File: config.mk
export PLATFORM = sky130hd
export DESIGN_NAME = pdd_ctrl
export DESIGN_NICKNAME = d
export VERILOG_FILES = /design/src/design/pdd_pkg.sv /design/src/design/pdd_ctrl.sv
export SDC_FILE = /design/constraint.sdc
export NUM_CORES = 1
export LEC_CHECK = 0
export BUFFER_PORTS_ARGS = -buffer_cell sky130_fd_sc_hd__buf_2
export CORE_MARGIN = 3
export CORE_UTILIZATION = 50
export CTS_CLUSTER_DIAMETER = 150
export DETAILED_ROUTE_END_ITERATION = 12
export PLACE_DENSITY = 0.79
export SYNTH_ARGS = -nofsm -noshare
export SYNTH_HDL_FRONTEND = slang
export SYNTH_SLANG_ARGS = --single-unit
File: constraint.sdc
create_clock -name clock -period 4.6 [get_ports clock]
set_input_delay 0.69 -clock clock [delete_from_list [all_inputs] [get_ports clock]]
set_output_delay 0.69 -clock clock [all_outputs]
set_load 0.01 [all_outputs]
File: src/design/pdd_pkg.sv
// Shared types and constants for the pair difference detector.
package pdd_pkg;

   // Default sizes of the hash table and of one stored value.
   localparam int DEF_CAPACITY   = 1024;
   localparam int DEF_VALUE_BITS = 31;

   // Each table entry carries an epoch tag, so a new array needs no full clear.
   localparam int EPOCH_BITS = 4;
   localparam logic [EPOCH_BITS-1:0] EPOCH_CLEARED = '0;
   localparam logic [EPOCH_BITS-1:0] EPOCH_FIRST   = EPOCH_BITS'(1);
   localparam logic [EPOCH_BITS-1:0] EPOCH_LAST    = '1;

   // Sequencer states.
   typedef enum logic [1:0] {
      ST_CLEAR,
      ST_IDLE,
      ST_ISSUE,
      ST_PROBE
   } state_type;

   // The three lookups; the lower one is skipped when the value is below the difference.
   typedef enum logic [1:0] {
      PH_LOWER,
      PH_UPPER,
      PH_OWN
   } phase_type;

   // Status of the slot read in the previous cycle.
   typedef struct packed {
      logic used;
      logic match;
   } probe_type;

endpackage

File: src/design/pdd_ctrl.sv
// Sequencer for lookups, insertion, epoch handling and the clearing pass.
module pdd_ctrl #(
   parameter int CAPACITY   = pdd_pkg::DEF_CAPACITY,
   parameter int VALUE_BITS = pdd_pkg::DEF_VALUE_BITS
) (
   input  logic                                 clock,
   input  logic                                 reset,
   input  logic                                 start,
   output logic                                 busy,
   input  logic [VALUE_BITS-1:0]                req_value,
   input  logic                                 req_new_array,
   input  logic [VALUE_BITS-1:0]                difference,
   output logic                                 rsp_valid,
   output logic                                 rsp_pair_here,
   output logic                                 rsp_pair_seen,
   output logic                                 rsp_table_full,
   input  pdd_pkg::probe_type                   probe,
   output logic                                 rd_en,
   output logic [$clog2(CAPACITY)-1:0]          rd_addr,
   output logic                                 wr_en,
   output logic [$clog2(CAPACITY)-1:0]          wr_addr,
   output logic [pdd_pkg::EPOCH_BITS-1:0]       wr_tag,
   output logic [VALUE_BITS-1:0]                wr_value,
   output logic [pdd_pkg::EPOCH_BITS-1:0]       epoch,
   output logic [VALUE_BITS:0]                  key
);
   import pdd_pkg::*;

   localparam int AW = $clog2(CAPACITY);
   localparam int CW = AW + 1;
   localparam int KW = VALUE_BITS + 1;
   localparam int HB = (KW > AW) ? KW : AW;
   localparam logic [CW-1:0] CAP_COUNT = CW'(CAPACITY);
   localparam logic [AW-1:0] LAST_ADDR = AW'(CAPACITY - 1);

   state_type              state_ff, state_in;
   phase_type              phase_ff, phase_in;
   logic [VALUE_BITS-1:0]  value_ff, value_in;
   logic [AW-1:0]          addr_ff, addr_in;
   logic [CW-1:0]          probes_ff, probes_in;
   logic [CW-1:0]          count_ff, count_in;
   logic [EPOCH_BITS-1:0]  epoch_ff, epoch_in;
   logic                   found_ff, found_in;
   logic                   hit_ff, hit_in;
   logic                   pending_ff, pending_in;
   logic                   rsp_valid_ff, rsp_valid_in;
   logic                   rsp_here_ff, rsp_here_in;
   logic                   rsp_seen_ff, rsp_seen_in;
   logic                   rsp_full_ff, rsp_full_in;

   logic [HB-1:0]          key_ext;
   logic [AW-1:0]          hash_raw;
   logic [AW-1:0]          home_addr;
   logic [AW-1:0]          next_addr;
   logic                   probe_done;

   // Key of the current lookup, one bit wider than a value so it never wraps.
   always_comb begin
      unique case (phase_ff)
         PH_LOWER: key = {1'b0, value_ff} - {1'b0, difference};
         PH_UPPER: key = {1'b0, value_ff} + {1'b0, difference};
         PH_OWN:   key = {1'b0, value_ff};
         default:  key = {1'b0, value_ff};
      endcase
   end

   // Home slot: low key bits, folded once into the table range.
   assign key_ext  = HB'(key);
   assign hash_raw = key_ext[AW-1:0];
   assign home_addr = ({1'b0, hash_raw} >= CAP_COUNT) ?
                      AW'({1'b0, hash_raw} - CAP_COUNT) : hash_raw;

   // Linear probing wraps at the end of the table.
   assign next_addr = (addr_ff == LAST_ADDR) ? '0 : addr_ff + AW'(1);

   // A lookup ends on a match, on an unused slot, or after visiting every slot.
   assign probe_done = probe.match || !probe.used || (probes_ff == CAP_COUNT);

   // Next state, memory accesses and result.
   always_comb begin
      state_in     = state_ff;
      phase_in     = phase_ff;
      value_in     = value_ff;
      addr_in      = addr_ff;
      probes_in    = probes_ff;
      count_in     = count_ff;
      epoch_in     = epoch_ff;
      found_in     = found_ff;
      hit_in       = hit_ff;
      pending_in   = pending_ff;
      rsp_valid_in = 1'b0;
      rsp_here_in  = rsp_here_ff;
      rsp_seen_in  = rsp_seen_ff;
      rsp_full_in  = rsp_full_ff;
      rd_en        = 1'b0;
      rd_addr      = addr_ff;
      wr_en        = 1'b0;
      wr_addr      = addr_ff;
      wr_tag       = epoch_ff;
      wr_value     = value_ff;

      unique case (state_ff)
         ST_CLEAR: begin
            // Sweep the whole table, marking every slot unused.
            wr_en  = 1'b1;
            wr_tag = EPOCH_CLEARED;
            if (addr_ff == LAST_ADDR) begin
               addr_in    = '0;
               epoch_in   = EPOCH_FIRST;
               pending_in = 1'b0;
               state_in   = pending_ff ? ST_ISSUE : ST_IDLE;
            end else begin
               addr_in = addr_ff + AW'(1);
            end
         end
         ST_IDLE: begin
            if (start) begin
               value_in = req_value;
               phase_in = (req_value >= difference) ? PH_LOWER : PH_UPPER;
               hit_in   = 1'b0;
               state_in = ST_ISSUE;
               if (req_new_array) begin
                  count_in = '0;
                  found_in = 1'b0;
                  // Tags run out: clear the table once, then restart the epochs.
                  if (epoch_ff == EPOCH_LAST) begin
                     state_in   = ST_CLEAR;
                     pending_in = 1'b1;
                     addr_in    = '0;
                  end else begin
                     epoch_in = epoch_ff + EPOCH_BITS'(1);
                  end
               end
            end
         end
         ST_ISSUE: begin
            // Read the home slot of the current key.
            rd_en     = 1'b1;
            rd_addr   = home_addr;
            addr_in   = home_addr;
            probes_in = CW'(1);
            state_in  = ST_PROBE;
         end
         ST_PROBE: begin
            if (probe_done) begin
               if (phase_ff != PH_OWN) begin
                  hit_in   = hit_ff | probe.match;
                  phase_in = (phase_ff == PH_LOWER) ? PH_UPPER : PH_OWN;
                  state_in = ST_ISSUE;
               end else begin
                  // Own lookup: insert a new value, or report a full table.
                  rsp_valid_in = 1'b1;
                  rsp_here_in  = hit_ff;
                  rsp_seen_in  = found_ff | hit_ff;
                  rsp_full_in  = !probe.match && probe.used;
                  found_in     = found_ff | hit_ff;
                  if (!probe.used) begin
                     wr_en    = 1'b1;
                     count_in = count_ff + CW'(1);
                  end
                  state_in = ST_IDLE;
               end
            end else begin
               rd_en     = 1'b1;
               rd_addr   = next_addr;
               addr_in   = next_addr;
               probes_in = probes_ff + CW'(1);
            end
         end
         default: begin
            state_in = ST_IDLE;
         end
      endcase
   end

   // Control registers.
   always_ff @(posedge clock) begin
      if (reset) begin
         state_ff     <= ST_CLEAR;
         phase_ff     <= PH_OWN;
         addr_ff      <= '0;
         probes_ff    <= '0;
         count_ff     <= '0;
         epoch_ff     <= EPOCH_FIRST;
         found_ff     <= 1'b0;
         hit_ff       <= 1'b0;
         pending_ff   <= 1'b0;
         rsp_valid_ff <= 1'b0;
      end else begin
         state_ff     <= state_in;
         phase_ff     <= phase_in;
         addr_ff      <= addr_in;
         probes_ff    <= probes_in;
         count_ff     <= count_in;
         epoch_ff     <= epoch_in;
         found_ff     <= found_in;
         hit_ff       <= hit_in;
         pending_ff   <= pending_in;
         rsp_valid_ff <= rsp_valid_in;
      end
   end

   // Payload registers.
   always_ff @(posedge clock) begin
      value_ff    <= value_in;
      rsp_here_ff <= rsp_here_in;
      rsp_seen_ff <= rsp_seen_in;
      rsp_full_ff <= rsp_full_in;
   end

   assign busy           = (state_ff != ST_IDLE);
   assign epoch          = epoch_ff;
   assign rsp_valid      = rsp_valid_ff;
   assign rsp_pair_here  = rsp_here_ff;
   assign rsp_pair_seen  = rsp_seen_ff;
   assign rsp_table_full = rsp_full_ff;

endmodule

==> qor.csv <==
metric,value,unit
CP endpoint kind,primary output,
DRT Pass-1 Iters,6,
Floorplan Core Area,12800,µm²
CTS tree,done,
Vias/cell,6.08,
Area after DPL,8420,µm²
post-DP HPWL,17.1,mm
FP Rows,41,
worst slew pin tran,0.867,ns
Synth top area share,15.3,%
Setup crit start kind,input port,
unrepaired setup endpoints after global routing,true,
synth cell count leaders,"86 x nand2_1, 73 x ha_1, 63 x inv_1",
"Clk Latency, worst-skew pair",0.36,ns
Ports,166,
status,"complete, but fails checks",
Max Slew Vio Count,0,
design area,9200,µm²
post-placement cell count,1246,
"Reg clk slew, reported paths",0.06,ns
via count,7815,
WP data required,3.91,ns
clk_skew,0.00647,ns
dpl ws,-0.492,ns
peak fanout along the critical path,3,
initial antenna violation count,3,
fmax,193,MHz
most common cell in the netlist,nand2_1,
Yosys cell types,73,
Async SR Flop Fraction,0,%
met1 wire length,9.63,mm
endpoints failing setup,18,
Slew Limit Headroom,42.2,%
register area share after synthesis,25.3,%
Synth area leader,edfxtp_1,
"Cell Area, Synth",6650,µm²
routed len/inst,18.1,µm
Routed WL,23.2,mm
ratio of cells with drive above 1 in the final layout,32.9,%
Syn Nets,974,
# port buffers,165,
Hold Path Class,register to register,
final hold violations,0,
nets,1251,
met2 wire length,10.8,mm
critical path class,input port to primary output,
min Tclk post-route,5.18,ns
number of global-route vias before repair,7161,
register bit total from synthesis,67,
synth-to-layout area growth,38.3,%
Pwr Density,186,nW/µm²
largest net degree at the start of global routing,71,
clock sinks,67,
Die Wd,121,µm
CTS max path bufs,2,
Total Routing Usage GR,30.4,%
top sig layer,met5,
CTS Buf Count,9,
gr ovfl total,0,
1st-iter DRT viols,732,
Final period util,113,%
Mapped Cells,832,
Syn. warnings,0,
Clock Tree Root,clkbuf_16,
Final Hold Slack,0.499,ns
Final Instance Count excl. Fillers,1286,
crit path DAT,4.49,ns
met3 wire length,2.22,mm
total power,1.71,mW
area of the die,14700,µm²
first-pass GRT wire length,35.8,mm
Max H-tree Level,3,
max-cap violations,0,
Worst IR Drop VDD,0.201,mV
Post-Syn Area per Cell,8.00,µm²
drt drc,0,
Post-synth EDFFs,34,
Antenna diodes,0,
failing checks,negative setup slack,
PnR worst setup slack,-0.582,ns
Initial Utilization,51.9,%
Leak,4.29,nW
Post-DRT Antenna Nets,0,
ys flop type,edfxtp_1,
GP Congestion,0.938,
Die Span Y,121,µm
Post-CTS Hold Buffers,0,
Area contributors post-synth,"edfxtp_1 15%, ha_1 14%, dfxtp_1 9.9%, xnor2_1 5.4%, nand2_1 4.9%",
[per-layer routing]
layer  GRT usage, %  up-vias
li1               -     3662
met1           41.8     3678
met3           7.41       66
met4           8.54        6
met2           47.6      403
met5              0        -
[timing repair]
action                     in CTS  in global routing
gates resized for setup        33                 31
pin swaps                      21                 22
setup endpoints to repair      18                 19
buffers inserted               16                 11
[logic make-up after synthesis]
group,share of synthesized area (%)
DFF,25.3
adders and majority gates,14.0
muxes,0.771
AOI/OAI and AO/OA,25.9
and+or+nand+nor,22.3
xor gates and xnor gates,6.85
buffers and inverters,4.81
[state kept, by name (all words and copies together) (netlist names)]
| register | count |
|---|---|
| epoch | 4 |
| rsp_table_full | 1 |
| probes_ff | 11 |
| state_ff | 2 |
| phase_ff | 2 |
| wr_value | 31 |
| rsp_pair_here | 1 |
| rsp_valid | 1 |
| found_ff | 1 |
| wr_addr | 10 |
| pending_ff | 1 |
| hit_ff | 1 |
| rsp_pair_seen | 1 |
[report_power, final]
group	total [mW]	switching (mW)	leakage, nW	internal, mW
registers	0.632	0.00383	0.575	0.628
clock network	0.706	0.302	0.146	0.404
logic	0.375	0.197	3.56	0.178
total	1.71	0.503	4.29	1.21
[worst max-delay path, stage by stage]
cell       delay [ns]
buf_6            0.09
or4_4            0.54
or3_4            0.38
nor3_4           0.25
and3_4           0.23
and2_4           0.16
a21oi_2          0.06
xnor2_1          0.12
ha_1             0.30
and3_4           0.20
nand2_2          0.06
or4_4            0.57
a2bb2oi_4        0.18
o2111ai_4        0.10
a21oi_2          0.09
o31ai_2          0.29
buf_2            0.19
[per-stage QoR]
stage / TNS (ns) / util [%]
after global placement: -5.04 / 65.7
after CTS: -4.26 / 69.9
final: -7.04 / 71.7
after global routing: -8.67 / 71.7
after floorplan: -0.307 / -
after detailed placement: -5.66 / 65.7
[placed cells by master, fill, tap and decap left out, types with 7 or more instances in the layout]
cell / instances
a211oi_1: 7
a21o_1: 24
a21oi_1: 45
a21oi_2: 9
a31oi_1: 13
and3_1: 11
buf_2: 162
buf_4: 117
buf_6: 8
clkbuf_16: 10
dfxtp_1: 32
edfxtp_1: 34
ha_1: 69
inv_1: 63
nand2_1: 82
nand2b_1: 16
nand3_1: 11
nand4_1: 16
nor2_1: 61
nor2b_1: 14
nor3_1: 19
o211ai_1: 11
o21a_1: 14
o21ai_0: 46
o21ai_1: 10
o31ai_1: 13
or3_1: 9
xnor2_1: 38
xor2_1: 11
[final timing paths]
| path | slack (ns) | to | cells past startpoint | from |
|---|---|---|---|---|
| worst max-delay path | -0.58 | key[29] | 17 | difference[6] |
| worst min-delay path | 0.50 | state_ff[1] | 2 | state_ff[1] |
| worst max register to register | 1.36 | wr_addr[8] | 14 | phase_ff[0] |
| worst min register to register | 0.50 | state_ff[1] | 2 | state_ff[1] |
[final cells by class]
cell class,count,area [µm²]
multi-input cells,680,4990
fillers,1009,3620
repair buffers,287,1780
flip-flops and latches,67,1680
clock buffers,11,254
inverters,64,240
well taps,172,215
clock inverters,5,41.3
No activity file was read; power rests on OpenSTA's default activity.
